## src/rtl/json_string_escaper_macros.svh

```systemverilog
// Assertion macros shared by the JSON string escaper RTL.
// Included by the modules that carry concurrent checks; no other dependencies.
`ifndef JSON_STRING_ESCAPER_MACROS_SVH
`define JSON_STRING_ESCAPER_MACROS_SVH
`ifndef ASSERT_OFF
// Property checked on every rising edge of the clock, disabled while reset is high.
`define JSE_ASSERT(lbl, clk, rst, prop, msg) \
  lbl: assert property (@(posedge clk) disable iff (rst) prop) else $error(msg);
// Property checked on every rising edge of the clock, reset included.
`define JSE_ASSERT_ALWAYS(lbl, clk, prop, msg) \
  lbl: assert property (@(posedge clk) prop) else $error(msg);
`else
`define JSE_ASSERT(lbl, clk, rst, prop, msg)
`define JSE_ASSERT_ALWAYS(lbl, clk, prop, msg)
`endif
`endif

```

## src/rtl/jse_pkg.sv

```systemverilog
// Package for the JSON string escaper: transaction structs, command codes,
// queue entry type and the hex digit lookup. No dependencies.
package jse_pkg;

  // Command codes carried in the cmd field of an input transaction.
  localparam logic [1:0] CMD_START = 2'd0;
  localparam logic [1:0] CMD_DATA  = 2'd1;
  localparam logic [1:0] CMD_END   = 2'd2;

  localparam logic [7:0] CH_QUOTE  = 8'h22;
  localparam logic [7:0] CH_BSLASH = 8'h5C;
  localparam logic [7:0] CH_U      = 8'h75;
  localparam logic [7:0] CH_ZERO   = 8'h30;
  localparam logic [7:0] CTRL_LIMIT = 8'h20;

  typedef struct packed {
    logic [1:0] cmd;
    logic [7:0] data_byte;
  } in_item_t;

  typedef struct packed {
    logic [7:0] out_byte;
    logic       run_last;
  } out_item_t;

  // How a queued entry is to be written out.
  typedef enum logic [1:0] {
    KIND_PLAIN,    // one byte, as stored
    KIND_SHORT,    // backslash then the stored escape letter
    KIND_UNICODE   // backslash, u, 0, 0 and two hex digits of the stored byte
  } kind_t;

  typedef struct packed {
    kind_t      kind;
    logic [7:0] ch;
  } entry_t;

  function automatic logic [7:0] hex_digit(input logic [3:0] nib);
    logic [7:0] d;
    if (nib < 4'd10) begin
      d = 8'h30 + {4'd0, nib};
    end else begin
      d = 8'h57 + {4'd0, nib};
    end
    return d;
  endfunction

endpackage

```

## src/rtl/json_string_escaper.sv

```systemverilog
// Top level of the JSON string escaper: front end, entry queue and back end.
// Depends on jse_pkg, jse_front, jse_queue, jse_back.
//
//   Channel   Handshake          Payload                    Direction
//   -------   ----------------   ------------------------   ---------
//   command   start / busy       item (cmd, data_byte)      in
//   result    strobe             result (out_byte, run_last) out
//
// A command transaction is taken on a rising edge with start high and busy
// low. Its bytes pass the queue, current entry and result register. Ordinary
// bytes and quotes give one output byte each, so such a stream runs at one
// transaction per cycle; a short escape gives two output bytes and a \u00XX
// escape six, the back end serialiser emitting one byte per cycle. The entry
// queue (QUEUE_DEPTH deep) absorbs transactions during escapes; busy rises
// only when it is full. The receiver cannot stall: every strobe is one
// result. Reset (synchronous, active high) empties the queue and drops any
// run in progress; an unused command code is accepted and produces nothing.
module json_string_escaper #(
  parameter int QUEUE_DEPTH = 4
) (
  input  logic               clk,
  input  logic               rst,
  input  logic               start,
  input  jse_pkg::in_item_t  item,
  output logic               busy,
  output logic               strobe,
  output jse_pkg::out_item_t result
);
  import jse_pkg::*;

  logic   push;
  logic   pop;
  logic   queue_full;
  logic   queue_empty;
  entry_t wr_entry;
  entry_t head;

  // Front end: classification of each accepted command into a queue entry.
  jse_front u_front (
    .start      (start),
    .item       (item),
    .queue_full (queue_full),
    .busy       (busy),
    .push       (push),
    .entry      (wr_entry)
  );

  // Decoupling queue, so that an escape on the output side does not stop
  // the command side until the queue fills.
  jse_queue #(
    .DEPTH (QUEUE_DEPTH)
  ) u_queue (
    .clk      (clk),
    .rst      (rst),
    .push     (push),
    .wr_entry (wr_entry),
    .pop      (pop),
    .full     (queue_full),
    .empty    (queue_empty),
    .head     (head)
  );

  // Back end: byte serialiser with a registered result port.
  jse_back u_back (
    .clk    (clk),
    .rst    (rst),
    .empty  (queue_empty),
    .head   (head),
    .pop    (pop),
    .strobe (strobe),
    .result (result)
  );

endmodule

```

## src/rtl/jse_front.sv

```systemverilog
// Front end of the JSON string escaper: accepts command transactions and
// classifies each into a queue entry. Depends on jse_pkg.
module jse_front (
  input  logic              start,
  input  jse_pkg::in_item_t item,
  input  logic              queue_full,
  output logic              busy,
  output logic              push,
  output jse_pkg::entry_t   entry
);
  import jse_pkg::*;

  logic accept;

  assign busy   = queue_full;
  assign accept = start && !queue_full;

  always_comb begin
    entry.kind = KIND_PLAIN;
    entry.ch   = item.data_byte;
    push       = accept;
    unique case (item.cmd)
      CMD_START, CMD_END: begin
        entry.ch = CH_QUOTE;
      end
      CMD_DATA: begin
        unique case (item.data_byte)
          8'h22:   begin entry.kind = KIND_SHORT; entry.ch = CH_QUOTE;  end
          8'h5C:   begin entry.kind = KIND_SHORT; entry.ch = CH_BSLASH; end
          8'h08:   begin entry.kind = KIND_SHORT; entry.ch = 8'h62;     end
          8'h0C:   begin entry.kind = KIND_SHORT; entry.ch = 8'h66;     end
          8'h0A:   begin entry.kind = KIND_SHORT; entry.ch = 8'h6E;     end
          8'h0D:   begin entry.kind = KIND_SHORT; entry.ch = 8'h72;     end
          8'h09:   begin entry.kind = KIND_SHORT; entry.ch = 8'h74;     end
          default: begin
            if (item.data_byte < CTRL_LIMIT) begin
              entry.kind = KIND_UNICODE;
            end
          end
        endcase
      end
      default: begin
        // The unused command is taken but produces nothing.
        push = 1'b0;
      end
    endcase
  end

endmodule

```

## src/rtl/jse_queue.sv

```systemverilog
// Small register queue between the escaper front and back ends.
// Depends on jse_pkg and the assertion macro header.
`include "json_string_escaper_macros.svh"
module jse_queue #(
  parameter int DEPTH = 4
) (
  input  logic            clk,
  input  logic            rst,
  input  logic            push,
  input  jse_pkg::entry_t wr_entry,
  input  logic            pop,
  output logic            full,
  output logic            empty,
  output jse_pkg::entry_t head
);
  import jse_pkg::*;

  localparam int PTR_W = (DEPTH > 1) ? $clog2(DEPTH) : 1;
  localparam int CNT_W = $clog2(DEPTH + 1);

  entry_t             mem [DEPTH];
  logic [PTR_W-1:0]   wr_ptr;
  logic [PTR_W-1:0]   rd_ptr;
  logic [CNT_W-1:0]   count;

  assign full  = (count == CNT_W'(DEPTH));
  assign empty = (count == '0);
  assign head  = mem[rd_ptr];

  always_ff @(posedge clk) begin
    if (push) begin
      mem[wr_ptr] <= wr_entry;
    end
  end

  always_ff @(posedge clk) begin
    if (rst) begin
      wr_ptr <= '0;
      rd_ptr <= '0;
      count  <= '0;
    end else begin
      if (push) begin
        wr_ptr <= (wr_ptr == PTR_W'(DEPTH - 1)) ? '0 : wr_ptr + 1'b1;
      end
      if (pop) begin
        rd_ptr <= (rd_ptr == PTR_W'(DEPTH - 1)) ? '0 : rd_ptr + 1'b1;
      end
      if (push && !pop) begin
        count <= count + 1'b1;
      end else if (pop && !push) begin
        count <= count - 1'b1;
      end
    end
  end

  `JSE_ASSERT(a_no_overflow, clk, rst, push |-> !full, "write into a full queue")
  `JSE_ASSERT(a_no_underflow, clk, rst, pop |-> !empty, "read from an empty queue")
  `JSE_ASSERT(a_count_bound, clk, rst, count <= CNT_W'(DEPTH), "queue fill out of range")

endmodule

```

## src/rtl/jse_back.sv

```systemverilog
// Back end of the JSON string escaper: serialises queue entries into output
// bytes, one per cycle, behind an output register. Depends on jse_pkg.
`include "json_string_escaper_macros.svh"
module jse_back (
  input  logic                clk,
  input  logic                rst,
  input  logic                empty,
  input  jse_pkg::entry_t     head,
  output logic                pop,
  output logic                strobe,
  output jse_pkg::out_item_t  result
);
  import jse_pkg::*;

  entry_t     cur;
  logic       cur_valid;
  logic [2:0] idx;
  logic [2:0] last_idx;
  logic       at_last;
  logic       advance;
  logic [7:0] byte_now;

  always_comb begin
    unique case (cur.kind)
      KIND_PLAIN:   last_idx = 3'd0;
      KIND_SHORT:   last_idx = 3'd1;
      KIND_UNICODE: last_idx = 3'd5;
      default:      last_idx = 3'd0;
    endcase
  end

  assign at_last = (idx == last_idx);
  assign advance = !cur_valid || at_last;
  assign pop     = advance && !empty;

  always_comb begin
    byte_now = cur.ch;
    unique case (cur.kind)
      KIND_PLAIN: begin
        byte_now = cur.ch;
      end
      KIND_SHORT: begin
        byte_now = (idx == 3'd0) ? CH_BSLASH : cur.ch;
      end
      KIND_UNICODE: begin
        unique case (idx)
          3'd0:    byte_now = CH_BSLASH;
          3'd1:    byte_now = CH_U;
          3'd2,
          3'd3:    byte_now = CH_ZERO;
          3'd4:    byte_now = hex_digit(cur.ch[7:4]);
          3'd5:    byte_now = hex_digit(cur.ch[3:0]);
          default: byte_now = CH_ZERO;
        endcase
      end
      default: byte_now = cur.ch;
    endcase
  end

  always_ff @(posedge clk) begin
    if (pop) begin
      cur <= head;
    end
    result.out_byte <= byte_now;
    result.run_last <= at_last;
  end

  always_ff @(posedge clk) begin
    if (rst) begin
      cur_valid <= 1'b0;
      idx       <= '0;
      strobe    <= 1'b0;
    end else begin
      strobe <= cur_valid;
      if (advance) begin
        cur_valid <= !empty;
        idx       <= '0;
      end else begin
        idx <= idx + 1'b1;
      end
    end
  end

  `JSE_ASSERT(a_idx_bound, clk, rst, cur_valid |-> (idx <= last_idx), "run index past its end")
  `JSE_ASSERT(a_idx_held, clk, rst, !cur_valid |-> (idx == 3'd0), "index moved with no entry")
  `JSE_ASSERT(a_run_continues, clk, rst, (cur_valid && !at_last) |=> (cur_valid && idx != 3'd0), "run cut short")

endmodule
```

## config.mk

```make
export PLATFORM = sky130hd
export DESIGN_NAME = json_string_escaper
export DESIGN_NICKNAME = d
export VERILOG_FILES = /design/src/rtl/jse_pkg.sv /design/src/rtl/json_string_escaper.sv /design/src/rtl/jse_front.sv /design/src/rtl/jse_queue.sv /design/src/rtl/jse_back.sv
export VERILOG_INCLUDE_DIRS = /design/src /design/src/rtl
export SDC_FILE = /design/constraint.sdc
export NUM_CORES = 1
export LEC_CHECK = 0
export BUFFER_PORTS_ARGS = -buffer_cell sky130_fd_sc_hd__buf_2
export CAP_MARGIN = 20
export CORE_UTILIZATION = 40
export DETAILED_ROUTE_END_ITERATION = 16
export PLACE_DENSITY = 0.65
export SLEW_MARGIN = 20
export SYNTH_ARGS = -nofsm -noshare
export SYNTH_HDL_FRONTEND = slang
export SYNTH_SLANG_ARGS = --single-unit
```

## constraint.sdc

```tcl
create_clock -name clk -period 5.1 [get_ports clk]
set_clock_uncertainty 0.15 [all_clocks]
set_input_delay 1.53 -clock clk [delete_from_list [all_inputs] [get_ports clk]]
set_output_delay 1.53 -clock clk [all_outputs]
set_load 0.01 [all_outputs]
```

After elaboration in Yosys (flattened, before gate mapping)
Memories as Yosys holds them, arrays and structs flattened. A register that Yosys moved wholly into a read port is not among the register bits.
Index checks and enable logic that the tools add are counted.
{"block": "word_totals", "ff_bits": 21, "mem_bits_rw": 40, "inputBits": 13, "output_inout_bits": 11, "wordCells": 75, "mem_count": 1}
{"memory": "u_queue.mem", "words": 4, "width": 10, "rd": 1, "rd_clocked_by_memory_dff": 1, "write_ports": 1, "line_no": "jse_queue.sv:21", "source": "entry_t mem [DEPTH];"}
{"block": "op_classes", "n_addsub": 9, "magnitude_cmp": 3, "n_eq_ne": 18, "muxes": 18, "reduce_logical": 18}
{"operator": "8-bit case mux with 7 select lines", "n": 1}
{"operator": "8-bit by 4-bit == test with 1-bit output, second input constant", "n": 5}
{"operator": "8-bit case mux with 2 select lines", "n": 2}
{"operator": "8-bit case mux with 4 select lines", "n": 1}
{"operator": "8-bit 2-to-1 mux", "n": 3}
{"operator": "7-bit by 4-bit adder with 8-bit output, first input constant", "n": 2}
{"operator": "6-bit by 4-bit adder with 7-bit output, first input constant", "n": 2}
{"operator": "2-bit 2-to-1 mux", "n": 5}
{"operator": "3-bit == test, second input constant", "n": 3}
{"operator": "2-bit == test, second input constant", "n": 4}
{"operator": "8-bit by 6-bit == test with 1-bit output, second input constant", "n": 1}
{"operator": "8-bit by 7-bit == test with 1-bit output, second input constant", "n": 1}
{"operator": "4-bit less-than comparator, second input constant", "n": 2}
{"operator": "8-bit by 6-bit less-than comparator with 1-bit output, second input constant", "n": 1}
{"operator": "7-bit OR reduction", "n": 1}
{"operator": "3-bit by 1-bit adder with 3-bit output, second input constant", "n": 2}
{"operator": "3-bit logical NOT", "n": 2}
{"operator": "3-bit 2-to-1 mux", "n": 2}
{"operator": "3-bit case mux with 2 select lines", "n": 1}
{"operator": "1-bit logical NOT", "n": 5}
{"operator": "2-bit by 1-bit adder with 2-bit output, second input constant", "n": 2}
{"operator": "2-bit by 1-bit == test with 1-bit output, second input constant", "n": 2}
{"operator": "1-bit logical AND", "n": 4}
{"operator": "2-bit OR reduction", "n": 2}
{"operator": "other kinds (8)", "n": 10}

Depth between registers and ports, before layout
Gate-level depths: netlist of the first run.
{"block": "depth", "depth_word": 8, "depth_mapped": 11, "mapped_depth_nobuf": 11}

By module
Synthesis of the first run repeated with hierarchy kept, for this count alone.
{"block": "hier_totals", "cells_unflattened": 258, "hier_area_um2": 3389.5}
{"module": "jse_queue", "n_inst": 1, "cells_each": 96, "area_per_inst_um2": 1883.1, "seq_area_each_um2": 1381.3}
{"module": "jse_back", "n_inst": 1, "cells_each": 113, "area_per_inst_um2": 1148.6, "seq_area_each_um2": 580.6}
{"module": "jse_front", "n_inst": 1, "cells_each": 49, "area_per_inst_um2": 357.8, "seq_area_each_um2": 0.0}

Least setup slack after synthesis of the first run
Ideal clock, no wire load.
{"block": "synth_path", "path_kind": "in2reg", "start": "input item[9] in the netlist's numbering", "end": "register u_queue.count[2]", "setup_ps": 70, "arrival_time_ps": 3195, "required_ps": 4880, "path_slack_ps": 1685, "cell_stages": 9, "path_buffers": 0, "path_cell_list": "nand2_1 nand2_1 nor2_1 ha_1 inv_1 fa_1 xor2_1 or3_1 a21oi_1"}
{"block": "synth_between", "elab_chain_len": 6, "elab_cells_between_ends": 10}
{"item": "start: declaration", "line_no": "json_string_escaper.sv:24", "source": "input jse_pkg::in_item_t item,"}
{"item": "2-bit == test (tied with other cells)", "line_no": "jse_front.sv:22", "source": "unique case (item.cmd)"}
{"item": "3-bit OR reduction (no source line) *"}
{"item": "1-bit 2-to-1 mux *", "line_no": "jse_front.sv:22"}
{"item": "via push", "line_no": "json_string_escaper.sv:31", "source": "logic push;"}
{"item": "1-bit logical NOT", "line_no": "jse_queue.sv:50", "source": "end else if (pop && !push) begin"}
{"item": "1-bit logical AND", "line_no": "jse_queue.sv:50"}
{"item": "2-bit nonzero test (no source line)"}
{"item": "end signal: assignment", "line_no": "jse_queue.sv:49", "source": "count <= count + 1'b1;"}
{"item": "end signal: assignment", "line_no": "jse_queue.sv:51", "source": "count <= count - 1'b1;"}
{"item": "end: declaration", "line_no": "jse_queue.sv:24", "source": "logic [CNT_W-1:0] count;"}
The timed path passes the listed nets; every way through them passes the cells marked *.
A chain may end at the register's enable or synchronous reset.

Final worst setup path of the first run
{"block": "layout_path", "start": "input item[8] in the netlist's numbering", "end": "register u_queue.count[2]"}
Same word-level chain as after synthesis.

==> results of run 1 <==
final timing paths:
kind                 startpoint               end  slack (ns)
setup / recovery        item[8]  u_queue.count[2]        1.70
hold reg to reg   u_back.idx[0]     u_back.idx[0]        0.35
setup reg to reg  u_back.cur[8]  u_queue.count[2]        2.21
hold / removal    u_back.idx[0]     u_back.idx[0]        0.35
through the flow:
stage                     cell area (µm²)  hold WS [ns]  worst slack [ns]  instances  util, %
after global placement               3410         0.325              1.41        367     44.2
final                                3600         0.346              1.70        383     46.6
after detailed placement             3410         0.336              1.34        367     44.2
after CTS                            3600         0.353              1.71        383     46.6
after floorplan                      3190         0.304              1.68        248        -
after global routing                 3600         0.364              1.53        383     46.6
registers in the layout (all words and copies together) (netlist names):
| register | flops |
|---|---|
| u_back.strobe | 1 |
| u_back.result | 9 |
| u_back.cur | 10 |
| u_queue.wr_ptr | 2 |
| u_queue.rd_ptr | 2 |
| u_queue.count | 3 |
| u_back.cur_valid | 1 |
| u_queue.mem | 40 |
| u_back.idx | 3 |
layout make-up:
type | count | share of cell area, %
Timing Repair Buffer | 23 | 3.20
Sequential cell | 71 | 53.4
Tap cell | 102 | 3.55
Inverter | 16 | 1.67
Clock buffer | 9 | 3.44
Clock inverter | 7 | 1.77
Multi-Input combinational cell | 155 | 33.0
cell usage in the layout (no fill, tap or decap), types with 4 or more instances in the layout:
| master | instances |
|---|---|
| nor3b_1 | 4 |
| inv_1 | 16 |
| o22ai_1 | 6 |
| clkbuf_8 | 9 |
| nor2_1 | 19 |
| nand2_1 | 17 |
| o21ai_0 | 12 |
| dfxtp_1 | 21 |
| edfxtp_1 | 50 |
| ha_1 | 13 |
| a21oi_1 | 12 |
| and2_1 | 7 |
| mux2i_1 | 5 |
| buf_2 | 23 |
| xor2_1 | 4 |
| nor2b_1 | 5 |
| mux4_2 | 10 |
| nor3_1 | 7 |
metal layers:
metal | GRT usage (%) | share of wire, % | vias to the layer above
met5 | 0 | 0 | -
met4 | 8.73 | 2.4 | 0
met3 | 4.02 | 4.1 | 12
met2 | 23.9 | 49 | 47
met1 | 17.2 | 44 | 934
li1 | - | - | 977
power breakdown:
part	switching [mW]	internal, mW	leakage, nW
registers	0.109	0.776	0.637
logic	0.342	0.277	0.603
clock network	0.206	0.221	0.0924
total	0.657	1.27	1.33
logic make-up after synthesis:
group	after synthesis	share of synthesized area, %
simple gates	75	12.3
mux	15	8.62
flops	71	60.2
fa+ha+maj	14	5.72
compound gates	44	8.58
buf+inv	22	2.66
xor+xnor	7	1.92
worst max-delay path: stages:
cell and delay (ns):
buf_2 0.16, nand2_1 0.10, nand2_1 0.06, nor2_1 0.32
ha_1 0.25, inv_1 0.07, fa_1 0.43, xor2_1 0.18
or3_1 0.31, a21oi_1 0.13
==> qor.log, run 1 <==
[floorplanning] Rows 32
[worst_hold_path] Worst Hold Depth 1
[drt] post-detailed-route DRC marker count 0
[logic_synthesis] Post-Syn Area per Cell 12.9 µm²
[clocking] clock sink count 71
[drt] Detailed Route Iter0 Violations 77
[logic_synthesis] main area contributors after synthesis edfxtp_1, dfxtp_1, mux4_2
[floorplanning] overall die width 91.4 µm
[logic_synthesis] flip-flop and latch count after synthesis 71
[sta] final clock period utilization by the worst path 66.6%
[logic_synthesis] count leader, synth edfxtp_1
[clocking] number of gates resized after CTS 0
[critical_path] type of the worst setup path in -> reg
[drt] via count of the routed design 1970
[grt] largest net degree at the start of global routing 14
[drt] number of iterations in the first detailed-routing pass 4
[pwr] leakage dissipation 1.33 nW
[sta] achievable clock frequency 294 MHz
[floorplanning] top-level I/O count 24
[final_layout] nets 303
[clocking] CTS Hold Bufs 0
[pwr] peak ir drop on the vdd network 0.000142 V
[logic_synthesis] commonest cells in the synthesized netlist edfxtp_1, dfxtp_1, nor2_1
[logic_synthesis] mapped cell area 3190 µm²
[drt] average vias per placed instance 5.14
[clocking] Post-CTS Setup Repair Bufs 0
[final_layout] proportion of layout cells with a drive suffix above 1 18.9%
[logic_synthesis] post-synthesis net count 275
[floorplanning] area of the die 8350 µm²
[logic_synthesis] area share of the largest cell type after synthesis 47.0%
[sta] Final Slew Violations 0
[clocking] clock tree from TritonCTS done
[critical_path] capturing element type of the critical path flop
[logic_synthesis] synthesized instance count 248
[critical_path] data required time of the critical path 5.23 ns
[critical_path] maximum fanout along the worst path 12
[drt] post-route ant nets 0
[pwr] Final Power 1.93 mW
[drt] average detailed-routed wire length per instance 14.4 µm
[final_layout] area of combinational cells with multiple inputs 1190 µm²
[clocking] number of buffers created by CTS 9
[drt] total detailed-routing wirelength 5520 µm
[sta] slew at the pin closest to its max-slew limit 0.757 ns
[final_layout] diode count 0
[clocking] clock root buffer clkbuf_8
[sta] aggregate negative setup slack 0 ns
[clocking] clock tree buffer depth 2
[critical_path] cells on worst reg2reg path 11
[logic_synthesis] most used flip-flop cell after synthesis edfxtp_1
[outcome] status finished, final reports clean
[logic_synthesis] share of synthesized area occupied by flip-flops and latches 60.2%
[placed_design] IO buf count 23
[logic_synthesis] library cell occupying the most area in the post-synthesis netlist edfxtp_1
[worst_hold_path] kind of path behind the tightest hold check reg -> reg
[sta] Final min period 3.40 ns
[floorplanning] Placeable Area 7730 µm²
[critical_path] type of origin of the critical path input pin
[grt] global-route wire length before repair 9200 µm
[clocking] clock latency on the worst-skew pair 0.34 ns
[placed_design] final weighted congestion of routability-driven global placement 0.842
[critical_path] arrival time at the worst endpoint 3.53 ns
[grt] vias in the first global route 1940
[sta] endpoints failing setup 0
[sta] worst slew slack as a fraction of its limit 49.5%
[final_layout] signed area change from the synthesized netlist to the final layout 12.7%
[logic_synthesis] share of synthesized flip-flops with an asynchronous set or reset 0%
[final_layout] Storage cell area 1920 µm²
[sta] Final Hold Violating Endpoints 0
[floorplanning] Die Span Y 91.4 µm
[logic_synthesis] count of flip-flops with a built-in enable after synthesis 50
[placed_design] DP HPWL 3880 µm
[clocking] count of H-tree levels built during CTS 3
[logic_synthesis] synth unique cells 41
[final_layout] filler cell count 693
[sta] RSZ-0062 raised after global routing no
[floorplanning] Initial Utilization 41.3%
[clocking] post-CTS clock slew at the launch and capture registers of the worst setup and hold paths 0.07 ns
[grt] overflow left after global routing 0
[grt] number of antenna violations at the first check in global routing 0
[grt] Total GRT Usage 14.6%
[pwr] power density normalized to cell area 536 nW/µm²
[logic_synthesis] Yosys warnings 0
[flow_run] Max-Cap Viols 0
Power figures use the tool's default switching activity.
==> inputs of run 2 (changes only) <==
clock period = 3.2 ns   (was 5.1 ns; I/O delays follow)
==> run 2 against run 1 <==
  * Utilization up 0.29 points
  * Die area unchanged
  * Via count down 0.46%
  * Hold slack better by 0.0072 ns
  * Sequential share of layout area down 0.33 points
  * Clock-buffer cell count unchanged
  * Design area up 0.63%
  * Register-to-register slack worse by 1.9 ns
  * Routed wire length down 2.7%
  * Final cell count up 0.26%
==> qor.log, run 2 (same netlist as run 1, synthesis figures left out) <==
[outcome] status finished, final reports clean
[floorplanning] top-level I/O count 24 [unchanged]
[final_layout] nets 304 [+0.33%]
[grt] vias in the first global route 2005 [+3.4%]
[drt] average detailed-routed wire length per instance 14.0 µm [-2.9%]
[clocking] clock sink count 71 [unchanged]
[critical_path] data required time of the critical path 3.33 ns [-1.90 ns]
[clocking] number of gates resized after CTS 0 [unchanged]
[final_layout] max FFs per register 40 [unchanged]
[floorplanning] Rows 32 [unchanged]
[drt] post-detailed-route DRC marker count 0 [unchanged]
[final_layout] largest register by flop count u_queue.mem
[clocking] clock tree from TritonCTS done
[drt] post-route ant nets 0 [unchanged]
[grt] largest net degree at the start of global routing 15 [+1]
[final_layout] fin cells 384 [+0.26%]
[grt] overflow left after global routing 0 [unchanged]
[final_layout] top flop regs u_queue.mem (40), u_back.cur (10), u_back.result (9)
[floorplanning] area of the die 8350 µm² [unchanged]
[sta] Final min period 2.91 ns
[final_layout] diode count 0 [unchanged]
[sta] final clock period utilization by the worst path 90.9%
[grt] global-route wire length before repair 9110 µm [-0.98%]
[critical_path] type of the worst setup path reg -> reg
[flow_run] Max-Cap Viols 0 [unchanged]
[sta] achievable clock frequency 344 MHz
[critical_path] maximum fanout along the worst path 6 [-6]
[placed_design] final weighted congestion of routability-driven global placement 0.870 [+3.3%]
[clocking] clock tree buffer depth 2 [unchanged]
[final_layout] proportion of layout cells with a drive suffix above 1 19.5% [+0.64 points]
[clocking] CTS Hold Bufs 0 [unchanged]
[drt] Detailed Route Iter0 Violations 86 [+12%]
[sta] slew at the pin closest to its max-slew limit 0.783 ns [+0.0260 ns]
[pwr] power density normalized to cell area 860 nW/µm² [+60%]
[clocking] count of H-tree levels built during CTS 3 [unchanged]
[pwr] peak ir drop on the vdd network 0.000280 V [+98%]
[critical_path] critical path, cell by cell inv_1, ha_1, xor2_1, nand3_1, a21o_1, ha_1, inv_1, fa_1, xor2_1, or3_1, a21oi_1
[placed_design] IO buf count 23 [unchanged]
[drt] number of iterations in the first detailed-routing pass 5 [+1]
[placed_design] cell count after placement 368 [+0.27%]
[critical_path] cells on worst reg2reg path 11 [unchanged]
[final_layout] commonest cells after routing, fill and taps aside edfxtp_1, buf_2, dfxtp_1, nor2_1, nand2_1
[drt] total detailed-routing wirelength 5370 µm [-2.7%]
[sta] Final Slew Violations 0 [unchanged]
[worst_hold_path] Worst Hold Depth 2 [+1]
[placed_design] DP HPWL 3750 µm [-3.5%]
[sta] worst slew slack as a fraction of its limit 47.7% [-1.7 points]
[drt] average vias per placed instance 5.11 [-0.72%]
[sta] aggregate negative setup slack 0 ns [unchanged]
[critical_path] type of origin of the critical path flop
[clocking] number of buffers created by CTS 9 [unchanged]
[floorplanning] overall die width 91.4 µm [unchanged]
[critical_path] dominant delay contributor by cell family on the critical path adder cells
[critical_path] capturing element type of the critical path flop
[worst_hold_path] kind of path behind the tightest hold check reg -> reg
[sta] Final Hold Violating Endpoints 0 [unchanged]
[critical_path] arrival time at the worst endpoint 3.04 ns [-0.49 ns]
[pwr] leakage dissipation 1.34 nW [+0.41%]
[clocking] clock root buffer clkbuf_8
[floorplanning] Placeable Area 7730 µm² [unchanged]
[drt] via count of the routed design 1961 [-0.46%]
[grt] Total GRT Usage 14.3% [-0.29 points]
[critical_path] cell with the biggest individual delay on the critical path fa_1
[floorplanning] Initial Utilization 41.3% [unchanged]
[clocking] post-CTS clock slew at the launch and capture registers of the worst setup and hold paths 0.08 ns [about the same]
[clocking] clock latency on the worst-skew pair 0.34 ns [about the same]
[final_layout] most common cell after layout, fill and taps aside edfxtp_1
[critical_path] CP bufs+invs 2 [unchanged]
[floorplanning] Die Span Y 91.4 µm [unchanged]
[final_layout] signed area change from the synthesized netlist to the final layout 13.4%
[clocking] Post-CTS Setup Repair Bufs 0 [unchanged]
[final_layout] final core area utilization 46.9% [+0.29 points]
[sta] RSZ-0062 raised after global routing no
[critical_path] slowest cell delay on critical path 0.43 ns [about the same]
[grt] number of antenna violations at the first check in global routing 0 [unchanged]
[sta] endpoints failing setup 0 [unchanged]
[critical_path] number of gates on the worst path with buffers counted 11 [+1]
run 2: stage by stage:
stage | power, mW | hold WS, ns | setup WS [ns] | area [µm²]
after floorplan | 2.14 | 0.304 | 0.355 | 3190
after global placement | 2.39 | 0.324 | 0.318 | 3420
after detailed placement | 2.42 | 0.350 | 0.243 | 3420
after CTS | 3.14 | 0.361 | 0.292 | 3620
after global routing | 3.34 | 0.384 | 0.0900 | 3620
final | 3.11 | 0.353 | 0.291 | 3620
run 2: worst paths after layout:
path                       to        startpoint  slack, ns
min reg2reg  u_queue.count[2]  u_queue.count[2]       0.35
max          u_queue.count[2]     u_back.cur[8]       0.29
max reg2reg  u_queue.count[2]     u_back.cur[8]       0.29
min          u_queue.count[2]  u_queue.count[2]       0.35
run 2: power breakdown:
group | switching (mW) | internal, mW
registers | 0.171 | 1.24
clock network | 0.357 | 0.368
logic | 0.540 | 0.443
total | 1.07 | 2.05
run 2: layout make-up:
type / instances / area (µm²)
Clock buffer: 9 / 124
Sequential cell: 71 / 1920
Fill cell: 717 / 4110
Inverter: 16 / 60.1
Multi-Input combinational cell: 155 / 1190
Timing Repair Buffer: 24 / 123
Clock inverter: 7 / 78.8
Tap cell: 102 / 128
run 2: tightest hold or removal path, stage by stage, from the launching register on:
cell and delay, ns:
dfxtp_1 0.33, o21ai_0 0.07, a21oi_1 0.06
run 2: layer usage:
metal	vias up	global-route usage, %	wire length [µm]
met5	-	0	0
met1	920	16.8	2390
li1	978	-	-
met2	47	23.4	2580
met3	16	3.94	217
met4	0	8.73	181
==> inputs of run 3 (changes only) <==
REMOVE_ABC_BUFFERS = 1   (was default)
SKIP_LAST_GASP = 1   (was default)
==> run 3 against run 2 <==
  * Via count shrank 1.4%
  * Sequential cell count is the same
  * Worst setup slack gained 0.0039 ns
  * Utilization grew 0.23 points
  * Routed wire length shrank 1.2%
==> qor.log, run 3 (same netlist as run 1, synthesis figures left out) <==
[final_layout] most common cell after layout, fill and taps aside edfxtp_1
[grt] vias in the first global route 1929 [-3.8%]
[placed_design] DP HPWL 3700 µm [-1.2%]
[worst_hold_path] Worst Hold Depth 1 [-1]
[floorplanning] Die Span Y 91.4 µm [unchanged]
[pwr] peak ir drop on the vdd network 0.000298 V [+6.2%]
[sta] endpoints failing setup 0 [unchanged]
[final_layout] diode count 0 [unchanged]
[critical_path] capturing element type of the critical path flop
[sta] aggregate negative setup slack 0 ns [unchanged]
[final_layout] signed area change from the synthesized netlist to the final layout 13.9%
[worst_hold_path] kind of path behind the tightest hold check reg -> reg
[final_layout] proportion of layout cells with a drive suffix above 1 19.4% [-0.069 points]
[clocking] clock root buffer clkbuf_8
[placed_design] final weighted congestion of routability-driven global placement 0.845 [-2.9%]
[drt] post-detailed-route DRC marker count 0 [unchanged]
[grt] Total GRT Usage 14.3% [about the same]
[critical_path] maximum fanout along the worst path 6 [unchanged]
[drt] average detailed-routed wire length per instance 13.8 µm [-1.4%]
[final_layout] nets 305 [+0.33%]
[sta] achievable clock frequency 344 MHz [+0.13%]
[floorplanning] top-level I/O count 24 [unchanged]
[clocking] number of buffers created by CTS 9 [unchanged]
[floorplanning] area of the die 8350 µm² [unchanged]
[critical_path] Reg2Reg Launch Point u_back.cur[8]
[critical_path] worst r2r dst u_queue.count[2]
[floorplanning] Initial Utilization 41.3% [unchanged]
[sta] final clock period utilization by the worst path 90.8% [-0.12 points]
[sta] Final Slew Violations 0 [unchanged]
[drt] via count of the routed design 1933 [-1.4%]
[critical_path] data required time of the critical path 3.33 ns [about the same]
[drt] average vias per placed instance 5.02 [-1.7%]
[grt] largest net degree at the start of global routing 14 [-1]
[sta] Final Hold Violating Endpoints 0 [unchanged]
[drt] post-route ant nets 0 [unchanged]
[drt] total detailed-routing wirelength 5310 µm [-1.2%]
[pwr] power density normalized to cell area 866 nW/µm² [+0.70%]
[critical_path] type of origin of the critical path flop
[worst_hold_path] sink of the worst hold path u_back.idx[0]
[clocking] count of H-tree levels built during CTS 3 [unchanged]
[clocking] number of gates resized after CTS 0 [unchanged]
[grt] number of antenna violations at the first check in global routing 0 [unchanged]
[final_layout] filler cell count 695 [-3.1%]
[sta] Final min period 2.91 ns [-0.00388 ns]
[critical_path] cells on worst reg2reg path 11 [unchanged]
[floorplanning] overall die width 91.4 µm [unchanged]
[final_layout] largest register by flop count u_queue.mem
[drt] number of iterations in the first detailed-routing pass 4 [-1]
[grt] global-route wire length before repair 9000 µm [-1.3%]
[final_layout] final core area utilization 47.1% [+0.23 points]
[drt] Detailed Route Iter0 Violations 80 [-7.0%]
[critical_path] arrival time at the worst endpoint 3.03 ns [about the same]
[clocking] CTS Hold Bufs 0 [unchanged]
[pwr] leakage dissipation 1.35 nW [+1.1%]
[clocking] clock tree from TritonCTS done
[clocking] post-CTS clock slew at the launch and capture registers of the worst setup and hold paths 0.07 ns [about the same]
[critical_path] type of the worst setup path reg -> reg
[critical_path] reg-to-reg slack, setup 0.29 ns [about the same]
[floorplanning] Placeable Area 7730 µm² [unchanged]
[floorplanning] Rows 32 [unchanged]
[clocking] clock sink count 71 [unchanged]
[final_layout] area of combinational cells with multiple inputs 1190 µm² [unchanged]
[sta] slew at the pin closest to its max-slew limit 0.770 ns [-0.0133 ns]
[clocking] clock tree buffer depth 2 [unchanged]
[placed_design] IO buf count 23 [unchanged]
[worst_hold_path] worst min-delay path startpoint u_back.idx[0]
[flow_run] Max-Cap Viols 0 [unchanged]
[grt] overflow left after global routing 0 [unchanged]
[outcome] status finished, final reports clean
[clocking] Post-CTS Setup Repair Bufs 0 [unchanged]
[final_layout] commonest cells after routing, fill and taps aside edfxtp_1, buf_2, dfxtp_1, nor2_1, nand2_1
[sta] worst slew slack as a fraction of its limit 48.6% [+0.89 points]
[final_layout] top flop regs u_queue.mem (40), u_back.cur (10), u_back.result (9)
[clocking] clock latency on the worst-skew pair 0.34 ns [about the same]
[pwr] Final Power 3.15 mW [+1.2%]
[final_layout] Storage cell area 1920 µm² [unchanged]
[final_layout] max FFs per register 40 [unchanged]
[sta] RSZ-0062 raised after global routing no
==> run 3: changes by cell type in the layout (fill, tap and decap cells not counted), sizes merged <==
cell / previous run / this run
clkinvlp: 3 / 2
buf: 24 / 25
bufinv: 1 / 2
inv: 19 / 16
clkinv: 0 / 2
clkbuf: 9 / 10
==> run 3: area by class of cell <==
class,instances,area share (%)
Tap cell,102,3.51
Multi-Input combinational cell,155,32.6
Clock buffer,10,3.51
Sequential cell,71,52.8
Clock inverter,6,2.34
Timing Repair Buffer,25,3.58
Inverter,16,1.65
==> run 3: worst max path at each step <==
stage                   from                to  slack, ns  depth (start not counted)
2_1_floorplan        item[9]  u_queue.count[2]       0.35                          9
3_3_place_gp         item[9]  u_queue.count[2]       0.34                         10
3_5_place_dp         item[9]  u_queue.count[2]       0.28                         10
4_1_cts        u_back.cur[9]  u_queue.count[2]       0.28                         10
5_1_grt        u_back.cur[8]  u_queue.count[2]       0.12                         11
6_report       u_back.cur[8]  u_queue.count[2]       0.29                         11
==> run 3: stage by stage <==
| step | setup WS (ns) | hold WS (ns) | instances | cell area [µm²] |
|---|---|---|---|---|
| floorplan | 0.355 | 0.304 | 242 | 3170 |
| global placement | 0.337 | 0.331 | 369 | 3430 |
| detailed placement | 0.281 | 0.332 | 369 | 3430 |
| CTS | 0.281 | 0.351 | 385 | 3640 |
| global route | 0.125 | 0.366 | 385 | 3640 |
| finish | 0.294 | 0.345 | 385 | 3640 |
==> run 3: critical path, stage by stage, from the launching register on <==
cell and delay [ns]:
edfxtp_1 0.35, inv_1 0.05, ha_1 0.37, xor2_1 0.19, nand3_1 0.15, a21o_1 0.24, ha_1 0.22, inv_1 0.07
fa_1 0.42, xor2_1 0.18, or3_1 0.31, a21oi_1 0.14
==> run 3: routing by layer <==
layer	vias up	GRT usage, %	wire, µm
met5	-	0	0
met4	0	9.79	163
met3	16	3.10	183
met1	899	17.3	2450
met2	47	22.9	2510
li1	971	-	-
==> run 3: power breakdown <==
group          switching [mW]  internal [mW]  leakage, nW  total (mW)
clock network           0.328          0.436        0.102       0.764
registers               0.169           1.24        0.637        1.40
logic                   0.538          0.445        0.612       0.983
total                    1.03           2.12         1.35        3.15
